<file path="src/rtl/mbps_pkg.sv">
`timescale 1ns / 1ps
// ----------------------------------------------------------------------------
// mbps_pkg
// Types, register codes and constants shared by the masked byte pattern scan.
// ----------------------------------------------------------------------------
package mbps_pkg;

  localparam int PatternBytesMax = 48;
  localparam int PatternWords    = 6;
  localparam int WordW           = 64;
  localparam int ByteW           = 8;
  localparam int MaskW           = 48;
  localparam int AddrW           = 64;
  localparam int CountW          = 64;
  localparam int RegIdxW         = 3;
  localparam int CfgDataW        = 64;

  typedef enum logic [RegIdxW-1:0] {
    REG_PATTERN_0   = 3'd0,
    REG_PATTERN_1   = 3'd1,
    REG_PATTERN_2   = 3'd2,
    REG_PATTERN_3   = 3'd3,
    REG_PATTERN_4   = 3'd4,
    REG_PATTERN_5   = 3'd5,
    REG_BYTE_MASK   = 3'd6,
    REG_REGION_BASE = 3'd7
  } cfg_reg_e;

  typedef struct packed {
    logic [ByteW-1:0] data_byte;
    logic             end_of_region;
  } in_t;

  typedef struct packed {
    logic             found;
    logic [AddrW-1:0] match_address;
  } out_t;

  // Register file contents as seen by the datapath. The base is stored with
  // the signature length less one already taken off, so a window end maps to its
  // start address with one add.
  typedef struct packed {
    logic [PatternWords-1:0][WordW-1:0] pattern;
    logic [MaskW-1:0]                   mask;
    logic [AddrW-1:0]                   base_adj;
  } cfg_t;

  // Control of the item held after the window stage.
  typedef struct packed {
    logic valid;
    logic last;
    logic full;
  } s1_ctrl_t;

endpackage

</file>
<file path="src/rtl/mbps_cfg_regs.sv">
`timescale 1ns / 1ps
// ----------------------------------------------------------------------------
// mbps_cfg_regs
// Configuration registers: signature words, byte mask and region base.
// ----------------------------------------------------------------------------
module mbps_cfg_regs
  import mbps_pkg::*;
#(
  parameter int PATTERN_BYTES = PatternBytesMax
) (
  input  logic                clk_i,
  input  logic                rst_ni,
  input  logic                cfg_we_i,
  input  logic [RegIdxW-1:0]  cfg_idx_i,
  input  logic [CfgDataW-1:0] cfg_wdata_i,
  output cfg_t                cfg_o
);

  localparam logic [AddrW-1:0] StartLag  = AddrW'(PATTERN_BYTES - 1);
  localparam logic [AddrW-1:0] BaseAdjRst = AddrW'(0) - StartLag;

  logic [PatternWords-1:0][WordW-1:0] pattern_q;
  logic [MaskW-1:0]                   mask_q;
  logic [AddrW-1:0]                   base_adj_q;

  always_ff @(posedge clk_i or negedge rst_ni) begin
    if (!rst_ni) begin
      pattern_q  <= '0;
      mask_q     <= '1;
      base_adj_q <= BaseAdjRst;
    end else if (cfg_we_i) begin
      unique case (cfg_reg_e'(cfg_idx_i)) inside
        REG_PATTERN_0, REG_PATTERN_1, REG_PATTERN_2,
        REG_PATTERN_3, REG_PATTERN_4, REG_PATTERN_5: begin
          pattern_q[cfg_idx_i] <= cfg_wdata_i[WordW-1:0];
        end
        REG_BYTE_MASK: begin
          mask_q <= cfg_wdata_i[MaskW-1:0];
        end
        REG_REGION_BASE: begin
          base_adj_q <= cfg_wdata_i[AddrW-1:0] - StartLag;
        end
        default: begin
        end
      endcase
    end
  end

  assign cfg_o.pattern  = pattern_q;
  assign cfg_o.mask     = mask_q;
  assign cfg_o.base_adj = base_adj_q;

endmodule

</file>
<file path="src/rtl/mbps_window.sv">
`timescale 1ns / 1ps
// ----------------------------------------------------------------------------
// mbps_window
// Input stage: sliding byte window, region byte count and the start address
// of the window that ends on the newest byte.
// ----------------------------------------------------------------------------
module mbps_window
  import mbps_pkg::*;
#(
  parameter int PATTERN_BYTES = PatternBytesMax
) (
  input  logic                                clk_i,
  input  logic                                rst_ni,
  input  logic                                in_accept_i,
  input  in_t                                 in_data_i,
  input  logic                                adv_i,
  input  logic [AddrW-1:0]                    base_adj_i,
  output logic [PATTERN_BYTES-1:0][ByteW-1:0] window_o,
  output s1_ctrl_t                            s1_o,
  output logic [AddrW-1:0]                    cand_addr_o
);

  localparam logic [CountW-1:0] CountMax  = '1;
  localparam logic [CountW-1:0] FullLimit = CountW'(PATTERN_BYTES - 1);

  logic [PATTERN_BYTES-1:0][ByteW-1:0] window_q, window_d;
  logic [CountW-1:0]                   count_q, count_d, count_eff;
  logic                                valid_q, valid_d;
  logic                                last_q, full_q;
  logic [AddrW-1:0]                    cand_q;
  logic                                count_sat;

  always_comb begin
    for (int j = 0; j < PATTERN_BYTES - 1; j++) begin
      window_d[j] = window_q[j+1];
    end
    window_d[PATTERN_BYTES-1] = in_data_i.data_byte;
  end

  // The count sticks at its top value; the offset added to the base then stays
  // one below it.
  assign count_sat = (count_q == CountMax);
  assign count_eff = count_sat ? (CountMax - CountW'(1)) : count_q;

  always_comb begin
    count_d = count_q;
    if (in_accept_i) begin
      if (in_data_i.end_of_region) begin
        count_d = '0;
      end else if (!count_sat) begin
        count_d = count_q + CountW'(1);
      end
    end
  end

  always_comb begin
    valid_d = valid_q;
    if (in_accept_i) begin
      valid_d = 1'b1;
    end else if (adv_i) begin
      valid_d = 1'b0;
    end
  end

  always_ff @(posedge clk_i or negedge rst_ni) begin
    if (!rst_ni) begin
      count_q <= '0;
      valid_q <= 1'b0;
    end else begin
      count_q <= count_d;
      valid_q <= valid_d;
    end
  end

  always_ff @(posedge clk_i) begin
    if (in_accept_i) begin
      window_q <= window_d;
      last_q   <= in_data_i.end_of_region;
      full_q   <= (count_q >= FullLimit);
      cand_q   <= base_adj_i + count_eff;
    end
  end

  assign window_o    = window_q;
  assign s1_o.valid  = valid_q;
  assign s1_o.last   = last_q;
  assign s1_o.full   = full_q;
  assign cand_addr_o = cand_q;

endmodule

</file>
<file path="src/rtl/mbps_match.sv">
`timescale 1ns / 1ps
// ----------------------------------------------------------------------------
// mbps_match
// Masked compare of the whole window against the signature in one pass.
// ----------------------------------------------------------------------------
module mbps_match
  import mbps_pkg::*;
#(
  parameter int PATTERN_BYTES = PatternBytesMax
) (
  input  logic [PATTERN_BYTES-1:0][ByteW-1:0] window_i,
  input  logic [PatternWords-1:0][WordW-1:0]  pattern_i,
  input  logic [MaskW-1:0]                    mask_i,
  output logic                                match_o
);

  logic [PATTERN_BYTES-1:0] byte_ok;

  for (genvar j = 0; j < PATTERN_BYTES; j++) begin : g_byte
    localparam int WordSel = j / 8;
    localparam int ByteSel = j % 8;
    logic [ByteW-1:0] sig;
    logic             care;

    assign sig = pattern_i[WordSel][ByteSel*ByteW +: ByteW];
    // The first signature byte anchors the search and is never a wildcard.
    assign care       = (j == 0) ? 1'b1 : mask_i[j];
    assign byte_ok[j] = !care || (window_i[j] == sig);
  end

  assign match_o = &byte_ok;

endmodule

</file>
<file path="src/rtl/masked_byte_pattern_scan.sv">
`timescale 1ns / 1ps
// ----------------------------------------------------------------------------
// masked_byte_pattern_scan
// Streams the bytes of a region and reports the first place where a masked
// byte signature matches, as region base plus offset, on the region's end.
//
//   channel  | direction | handshake                  | payload
//   ---------+-----------+----------------------------+-----------------------
//   in       | input     | in_valid_i / in_stall_o    | in_data_i  (in_t)
//   out      | output    | out_valid_o / out_stall_i  | out_data_o (out_t)
//   cfg      | input     | cfg_we_i                   | cfg_idx_i, cfg_wdata_i
//
// One byte is taken every cycle while in_stall_o is low. A byte passes through
// the window register, then the masked compare and hit update; a region's result
// goes to the output register as its last byte leaves the window register. The
// compare across all signature bytes sets the clock period. Reset clears the
// count, the hit and both valid flags; no clearing pass follows. in_stall_o is
// high only while a region's last byte waits for the output register to be freed.
// ----------------------------------------------------------------------------
module masked_byte_pattern_scan
  import mbps_pkg::*;
#(
  parameter int PATTERN_BYTES = PatternBytesMax
) (
  input  logic                clk_i,
  input  logic                rst_ni,
  input  logic                in_valid_i,
  output logic                in_stall_o,
  input  in_t                 in_data_i,
  output logic                out_valid_o,
  input  logic                out_stall_i,
  output out_t                out_data_o,
  input  logic                cfg_we_i,
  input  logic [RegIdxW-1:0]  cfg_idx_i,
  input  logic [CfgDataW-1:0] cfg_wdata_i
);

  cfg_t                                cfg;
  s1_ctrl_t                            s1;
  logic [PATTERN_BYTES-1:0][ByteW-1:0] window;
  logic [AddrW-1:0]                    cand_addr;
  logic                                match;

  logic             in_accept;
  logic             out_free;
  logic             s1_adv;
  logic             hit;
  logic             seen_d;
  logic [AddrW-1:0] addr_d;

  logic             hit_seen_q;
  logic [AddrW-1:0] hit_addr_q;
  logic             out_valid_q;
  out_t             out_data_q;

  mbps_cfg_regs #(
    .PATTERN_BYTES(PATTERN_BYTES)
  ) u_cfg (
    .clk_i      (clk_i),
    .rst_ni     (rst_ni),
    .cfg_we_i   (cfg_we_i),
    .cfg_idx_i  (cfg_idx_i),
    .cfg_wdata_i(cfg_wdata_i),
    .cfg_o      (cfg)
  );

  mbps_window #(
    .PATTERN_BYTES(PATTERN_BYTES)
  ) u_window (
    .clk_i      (clk_i),
    .rst_ni     (rst_ni),
    .in_accept_i(in_accept),
    .in_data_i  (in_data_i),
    .adv_i      (s1_adv),
    .base_adj_i (cfg.base_adj),
    .window_o   (window),
    .s1_o       (s1),
    .cand_addr_o(cand_addr)
  );

  mbps_match #(
    .PATTERN_BYTES(PATTERN_BYTES)
  ) u_match (
    .window_i (window),
    .pattern_i(cfg.pattern),
    .mask_i   (cfg.mask),
    .match_o  (match)
  );

  // Only a region's last byte needs the output register; all other bytes
  // move on regardless of the output side.
  assign out_free   = !out_valid_q || !out_stall_i;
  assign s1_adv     = s1.valid && (!s1.last || out_free);
  assign in_stall_o = s1.valid && !s1_adv;
  assign in_accept  = in_valid_i && !in_stall_o;

  assign hit    = s1.full && match;
  assign seen_d = hit_seen_q || hit;
  assign addr_d = hit_seen_q ? hit_addr_q : cand_addr;

  always_ff @(posedge clk_i or negedge rst_ni) begin
    if (!rst_ni) begin
      hit_seen_q  <= 1'b0;
      out_valid_q <= 1'b0;
    end else begin
      if (s1_adv) begin
        hit_seen_q <= s1.last ? 1'b0 : seen_d;
      end
      if (s1_adv && s1.last) begin
        out_valid_q <= 1'b1;
      end else if (!out_stall_i) begin
        out_valid_q <= 1'b0;
      end
    end
  end

  always_ff @(posedge clk_i) begin
    if (s1_adv && !s1.last) begin
      hit_addr_q <= addr_d;
    end
    if (s1_adv && s1.last) begin
      out_data_q.found         <= seen_d;
      out_data_q.match_address <= seen_d ? addr_d : '0;
    end
  end

  assign out_valid_o = out_valid_q;
  assign out_data_o  = out_data_q;

  a_stall_needs_item: assert property (
    @(posedge clk_i) disable iff (!rst_ni)
    in_stall_o |-> (s1.valid && s1.last && out_valid_q)
  ) else $error("input stalled without a pending region end");

  a_hit_cleared_at_end: assert property (
    @(posedge clk_i) disable iff (!rst_ni)
    (s1_adv && s1.last) |=> !hit_seen_q
  ) else $error("hit state survived a region end");

  a_no_hit_before_full: assert property (
    @(posedge clk_i) disable iff (!rst_ni)
    (s1_adv && !s1.last && !s1.full && !hit_seen_q) |=> !hit_seen_q
  ) else $error("hit recorded before the window filled");

  a_miss_gives_zero: assert property (
    @(posedge clk_i) disable iff (!rst_ni)
    (out_valid_o && !out_data_o.found) |-> (out_data_o.match_address == '0)
  ) else $error("address not zero on a region without a match");

endmodule
</file>
<file path="config.mk">
export PLATFORM = sky130hd
export DESIGN_NAME = masked_byte_pattern_scan
export DESIGN_NICKNAME = d
export VERILOG_FILES = /design/src/rtl/mbps_pkg.sv /design/src/rtl/mbps_cfg_regs.sv /design/src/rtl/mbps_window.sv /design/src/rtl/mbps_match.sv /design/src/rtl/masked_byte_pattern_scan.sv
export SDC_FILE = /design/constraint.sdc
export NUM_CORES = 2
export LEC_CHECK = 0
export BUFFER_PORTS_ARGS = -buffer_cell sky130_fd_sc_hd__buf_2
export CAP_MARGIN = 20
export CORE_ASPECT_RATIO = 0.5
export CORE_MARGIN = 2
export CORE_UTILIZATION = 45
export DETAILED_ROUTE_END_ITERATION = 12
export GPL_ROUTABILITY_DRIVEN = 0
export RECOVER_POWER = 100
export SYNTH_ARGS = -nofsm -noshare
export SYNTH_HDL_FRONTEND = slang
export SYNTH_SLANG_ARGS = --single-unit
</file>
<file path="constraint.sdc">
create_clock -name clk_i -period 18.1 [get_ports clk_i]
set_input_delay 3.62 -clock clk_i [delete_from_list [all_inputs] [get_ports clk_i]]
set_output_delay 3.62 -clock clk_i [all_outputs]
set_load 0.02 [all_outputs]
</file>
After elaboration in Yosys (flattened, before gate mapping):

Cells that the tools add are included.

* word-level logic and storage cells: 259
* bits in registers: 1142
* bits of input ports: 81

* equality and inequality tests: 58
* $add $sub $neg: 3
* muxes and demuxes: 12
* order comparisons: 3
* reduce and logical (&&, ||, !) cells: 117

Operator list (count)
* bitwise mux 384 bit: 1
* equality test 8 bit: 48
* two-way mux 64 bit: 5
* demux 64 bit (select 3 bit): 1
* adder 64 x 1 -> 64 bit, second input constant: 1
* adder 64 bit: 1
* equality test 64 bit, second input constant: 1
* greater-or-equal comparator 64 x 6 -> 1 bit, second input constant: 1
* subtractor 64 x 6 -> 64 bit, second input constant: 1
* zero test 1 bit: 52
* logical OR 1 bit: 50
* AND reduction 48 bit: 1
* equality test 3 bit, second input constant: 4
* AND reduction 2 bit: 4
* logical AND 1 bit: 7
* equality test 3 x 2 -> 1 bit, second input constant: 2
* OR reduction 6 bit: 1
* two-way mux 1 bit: 5
* < comparator 3 x 4 -> 1 bit, second input constant: 1
* equality test 3 x 1 -> 1 bit, second input constant: 1
* greater-or-equal comparator 3 x 1 -> 1 bit, second input constant: 1
* zero test 3 bit: 1
* != test 2 x 1 -> 1 bit, second input constant: 1
* != test 2 bit, second input constant: 1
* nonzero test 2 bit: 1

Logic depth before layout (Yosys ltp):

* depth in word-level cells: 9
* gate-level depth with buffers: 19

Modules after synthesis:

A second synthesis with hierarchy kept.

* cell total of the unflattened synthesis: 3703
* area total of the unflattened synthesis: 50682.4 µm²

By module, submodules not included
* mbps_window: times used 1, cells each 1495, area each 21064.0 µm²
* mbps_cfg_regs: times used 1, cells each 1380, area each 19921.6 µm²
* masked_byte_pattern_scan: times used 1, cells each 284, area each 5393.9 µm²
* mbps_match: times used 1, cells each 544, area each 4302.9 µm²

Worst setup path before layout:

OpenSTA, ideal clock, no wires.

* path type: input -> register
* from: input port out_stall_i
* to: register u_window.count_q[13]
* path buffers: 0
* arrival: 16.017 ns
* cell stages on the path: 8
* path slack: 1.951 ns
* path through: nand4_1 > nand2_1 > clkinv_1 > nand3_1 > nor2_1 > nand4_1 > xor2_1 > nor2_1

* word-level cells in the longest chain between the ends: 9

Ends and longest elaborated chain
* start: declaration: line masked_byte_pattern_scan.sv:31 `input logic out_stall_i,`
* zero test 1 bit
* logical OR 1 bit: line masked_byte_pattern_scan.sv:92 `assign out_free = !out_valid_q || !out_stall_i;`
* logical OR 1 bit: line masked_byte_pattern_scan.sv:93 `assign s1_adv = s1.valid && (!s1.last || out_free);`
* logical AND 1 bit: line masked_byte_pattern_scan.sv:93
* zero test 1 bit: line masked_byte_pattern_scan.sv:94 `assign in_stall_o = s1.valid && !s1_adv;`
* logical AND 1 bit: line masked_byte_pattern_scan.sv:94
* zero test 1 bit: line masked_byte_pattern_scan.sv:95 `assign in_accept = in_valid_i && !in_stall_o;`
* logical AND 1 bit: line masked_byte_pattern_scan.sv:95
* net in_accept: line masked_byte_pattern_scan.sv:44 `logic in_accept;`
* AND reduction 2 bit (no line)
* end signal: assignment: line mbps_window.sv:70 `count_q <= count_d;`
* end: declaration: line mbps_window.sv:27 `logic [CountW-1:0] count_q, count_d, count_eff;`

The timed path passes the listed nets, and every way through them passes these cells.
A chain may end at the register's enable or synchronous reset.

==> results.txt <==
In the synthesized netlist the async set-or-reset flop fraction comes to 0.493. The total wire length after detailed routing came out at 132 mm. The number of antenna violations at the first check in global routing is 29. Of the synthesized area, sequential elements account for 0.632. The worst setup path is captured at an asynchronous set/reset pin.

The slowest stage of the critical path is the sky130_fd_sc_hd__clkbuf_1 cell. Gates resized during post-CTS repair numbered 0. The most common library cell in the layout ignoring fill and taps is sky130_fd_sc_hd__edfxtp_1. The flow ran to the end, but the final reports show violations. In this run the worst hold path is classified as register to register.

The met3 layer wire length in the routed design is 8.33 mm. The shortest period the worst path allows is 11.29 ns. The number of violations reported at the end of detailed-routing iteration 0 is 2819. Setup repair after global routing left no endpoint under its margin. The setup path with the least slack is of type input pin to asynchronous set/reset pin.

The share of power burned in combinational logic came out at 0.130. The synthesized instance count is 3609. The top-area cell type share of the netlist area is 0.348. The net switching power is 1.68 mW.

The most used flip-flop cell after synthesis is sky130_fd_sc_hd__edfxtp_1. Dividing the synthesized area by the synthesized cell count gives 13.8 sq um. The final antenna-violating net count came out at 0.

Clock-pin slew was measured on the worst setup and hold paths at 0.07 ns. The die is 475 um wide. The final-report max-slew violation count is 1294. The share of total power dissipated in the clock network is 0.350. The total power consumption of the routed design is 6.51 mW.

The number of nets in the layout came out at 3821. The number of global-route vias before repair is 28600. The total setup violations reported at the end of the flow is 0. The buffering stage count on the worst path with inverters included is 5. The number of post-CTS setup repair buffers is 0. The first-pass GRT wire length came out at 192 mm. On the final layout, the worst clock skew is 0.0559 ns. Walking the worst path, the cells encountered are clkbuf_1 > clkbuf_1 > buf_4 > buf_4 > buf_16. The total vias in the final route came out at 29300.

The number of fill cells came out at 9403. The worst slew slack as a fraction of its limit is -2.83. The total routing resource utilization after global routing is 0.231.

The DRC violation count after routing is 0. The placed cell count is 5063. Detailed routing placed a total of 61.0 mm of wire on met2. Counting flops with a built-in enable in the synthesized netlist gives 579.

TritonCTS built the clock tree. The buffer levels on the longest clock path is 3. The arrival time reported for the critical path endpoint came out at 12.12 ns. The worst hold-check slack is 0.458 ns. The met1 layer wirelength in the final routing came out at 60.2 mm.

In the post-synthesis netlist, the biggest area contributors are sky130_fd_sc_hd__edfxtp_1, sky130_fd_sc_hd__dfrtp_1, sky130_fd_sc_hd__mux2_2. The final-layout setup total negative slack is 0 ns. The TritonCTS buffer count came out at 103.

Data on the critical path is required at its endpoint by 18.94 ns. The number of distinct library cells after synthesis came out at 71. Routed signal wires occupy layers up through met4. The largest net degree at the start of global routing came out at 162. The detailed-placement wirelength estimate came out at 87.0 mm.

Synthesis produced a netlist with a net count of 3757. The first-pass iteration count of the detailed router is 6. The die outline height is 240 um.

The worst setup path is launched from an input pin. The number of buffers inserted for hold repair after clock tree synthesis is 0. In the layout the commonest cells are sky130_fd_sc_hd__edfxtp_1, sky130_fd_sc_hd__mux2_2, sky130_fd_sc_hd__xnor2_1, sky130_fd_sc_hd__dfrtp_1, sky130_fd_sc_hd__nand2_1. The mean number of vias per cell is 5.56. Input and output buffers added on the ports amount to 147. Dividing the detail-routed wire length by the instance count gives 25.1 um. Of the cells placed in the final design, the portion with a size suffix greater than 1 is 0.226. The floorplan row count came out at 86.

Of the total power, registers draw 0.520. The count of yosys warnings during synthesis is 0. Excluding fillers, the count of instances in the completed layout stands at 5269.

The leftover overflow at the end of global routing is 0. The slew at the pin closest to its max-slew limit came out at 5.74 ns. For this design the static power due to leakage is 20.9 nW. The clock latency reported for the late side of the worst-skew pair is 0.74 ns. The largest voltage drop on the vdd net came out at 0.0741 mV. The largest fanout on the critical path is 95.

For this configuration, the core starts out at a cell density of 0.454. From synthesis to final layout, the design area changed by 10.8%. Of the available clock period, the critical path in the final layout requires 0.623. For this run, the top clock speed supported by timing is 88.6 MHz. For this design the top-level I/O count stands at 148.

In this design, the stage delay of the slowest critical-path cell is 3.91 ns. The kind of cell with the highest combined delay along the critical path is buffers and inverters. The core footprint is 110000 sq um. The die area came out at 114000 sq um. The number of sinks handled by clock tree synthesis is 1141. The H-tree depth is 3. The checks that failed: capacitance limit, slew limit.

The number of maximum-capacitance constraint violations came out at 18. The register bit count reported by yosys came out at 1141. The switching power share of the total is 0.257. The cell sitting at the root of the clock tree is a sky130_fd_sc_hd__clkbuf_16.

The final hold violation count is 0. sky130_fd_sc_hd__edfxtp_1 takes more of the synthesized area than any other cell. The internal power summed over all cells is 4.83 mW. The power density of the placed cells is 118 nW/um^2. The summed instance area of the synthesized netlist is 50000 sq um.
flip-flops by register name, indices dropped and copies added (netlist names):
signal	flops
u_cfg.cfg_o	384
u_window.window_o	384
out_data_o	65
hit_addr_q	64
u_cfg.base_adj_q	64
u_window.cand_addr_o	64
u_window.count_q	64
u_cfg.mask_q	47
hit_seen_q	1
out_valid_o	1
u_window.full_q	1
u_window.last_q	1
u_window.valid_q	1
final timing paths:
path / start / end / slack [ns] / depth (start not counted)
min in group asynchronous: rst_ni / u_cfg.cfg_o[482]$_DFFE_PN0P_ / 4.98 / 1
min: u_window.window_o[219]$_DFFE_PP_ / u_window.window_o[211]$_DFFE_PP_ / 0.46 / 0
max in group clk_i: out_stall_i / u_window.window_o[342]$_DFFE_PP_ / 6.98 / 6
max: rst_ni / u_cfg.base_adj_q[8]$_DFFE_PN1P_ / 6.81 / 5
max reg2reg: u_window.last_q$_DFFE_PP_ / u_window.window_o[342]$_DFFE_PP_ / 9.52 / 5
min reg2reg: u_window.window_o[219]$_DFFE_PP_ / u_window.window_o[211]$_DFFE_PP_ / 0.46 / 0
per-layer routing:
metal | up-vias | GRT usage
li1 | 13100 | -
met1 | 15100 | 0.337
met2 | 858 | 0.363
met3 | 161 | 0.0406
met4 | 0 | 0.0506
met5 | - | 0
power by group through the flow:
stage          logic (mW)  clock network (mW)  registers (mW)
4_1_cts             0.851                2.32            3.38
5_1_grt             0.922                2.43            3.42
3_5_place_dp        0.846                   0            3.43
6_report            0.844                2.28            3.39
3_3_place_gp        0.829                   0            3.42
2_1_floorplan       0.608                   0            3.37
logic make-up after synthesis:
kind of cell | synth area share
fa+ha+maj | 0.0169
simple gates | 0.0774
flops | 0.632
compound gates | 0.0444
buf+inv | 0.0198
mux | 0.112
xor+xnor | 0.0975
synthesized netlist by cell type, drive strengths merged, types with 5 or more instances:
master / instances
a21o: 51
a21oi: 83
a31oi: 8
and2: 72
and3: 22
and4: 16
buf: 24
clkbuf: 202
dfrtp: 455
dfstp: 107
edfxtp: 579
ha: 66
inv: 30
mux2: 495
nand2: 164
nand2b: 12
nand3: 36
nand4: 149
nand4b: 5
nor2: 123
nor2b: 10
nor3: 35
nor4: 34
o21ai: 161
o21bai: 13
o31ai: 7
o41ai: 5
or3: 24
or4: 6
xnor2: 462
xor2: 94
final cells by class:
class | count | area [sq um] | share of cell area
sequential | 1141 | 31600 | 0.570
multi-input combinational | 2211 | 17400 | 0.314
clock buffer | 137 | 2880 | 0.0520
tap | 1496 | 1870 | 0.0338
timing repair buffer | 185 | 891 | 0.0161
clock inverter | 59 | 638 | 0.0115
inverter | 31 | 118 | 0.00212
antenna | 9 | 22.5 | 0.000407
worst reg2reg max path, delay by kind of cell (launching register included):
family	cells	cell delay (ns)
simple gates	2	0.40
buf+inv	3	7.33
flops	1	0.47
metrics by stage:
stage	util	setup WS [ns]	area, sq um
floorplan	-	1.95	50000
global placement	0.473	10.33	52000
detailed placement	0.473	10.37	52000
CTS	0.505	10.37	55600
global route	0.503	5.29	55400
finish	0.503	6.81	55400
Note: power is estimated with default switching activity, not from simulation.
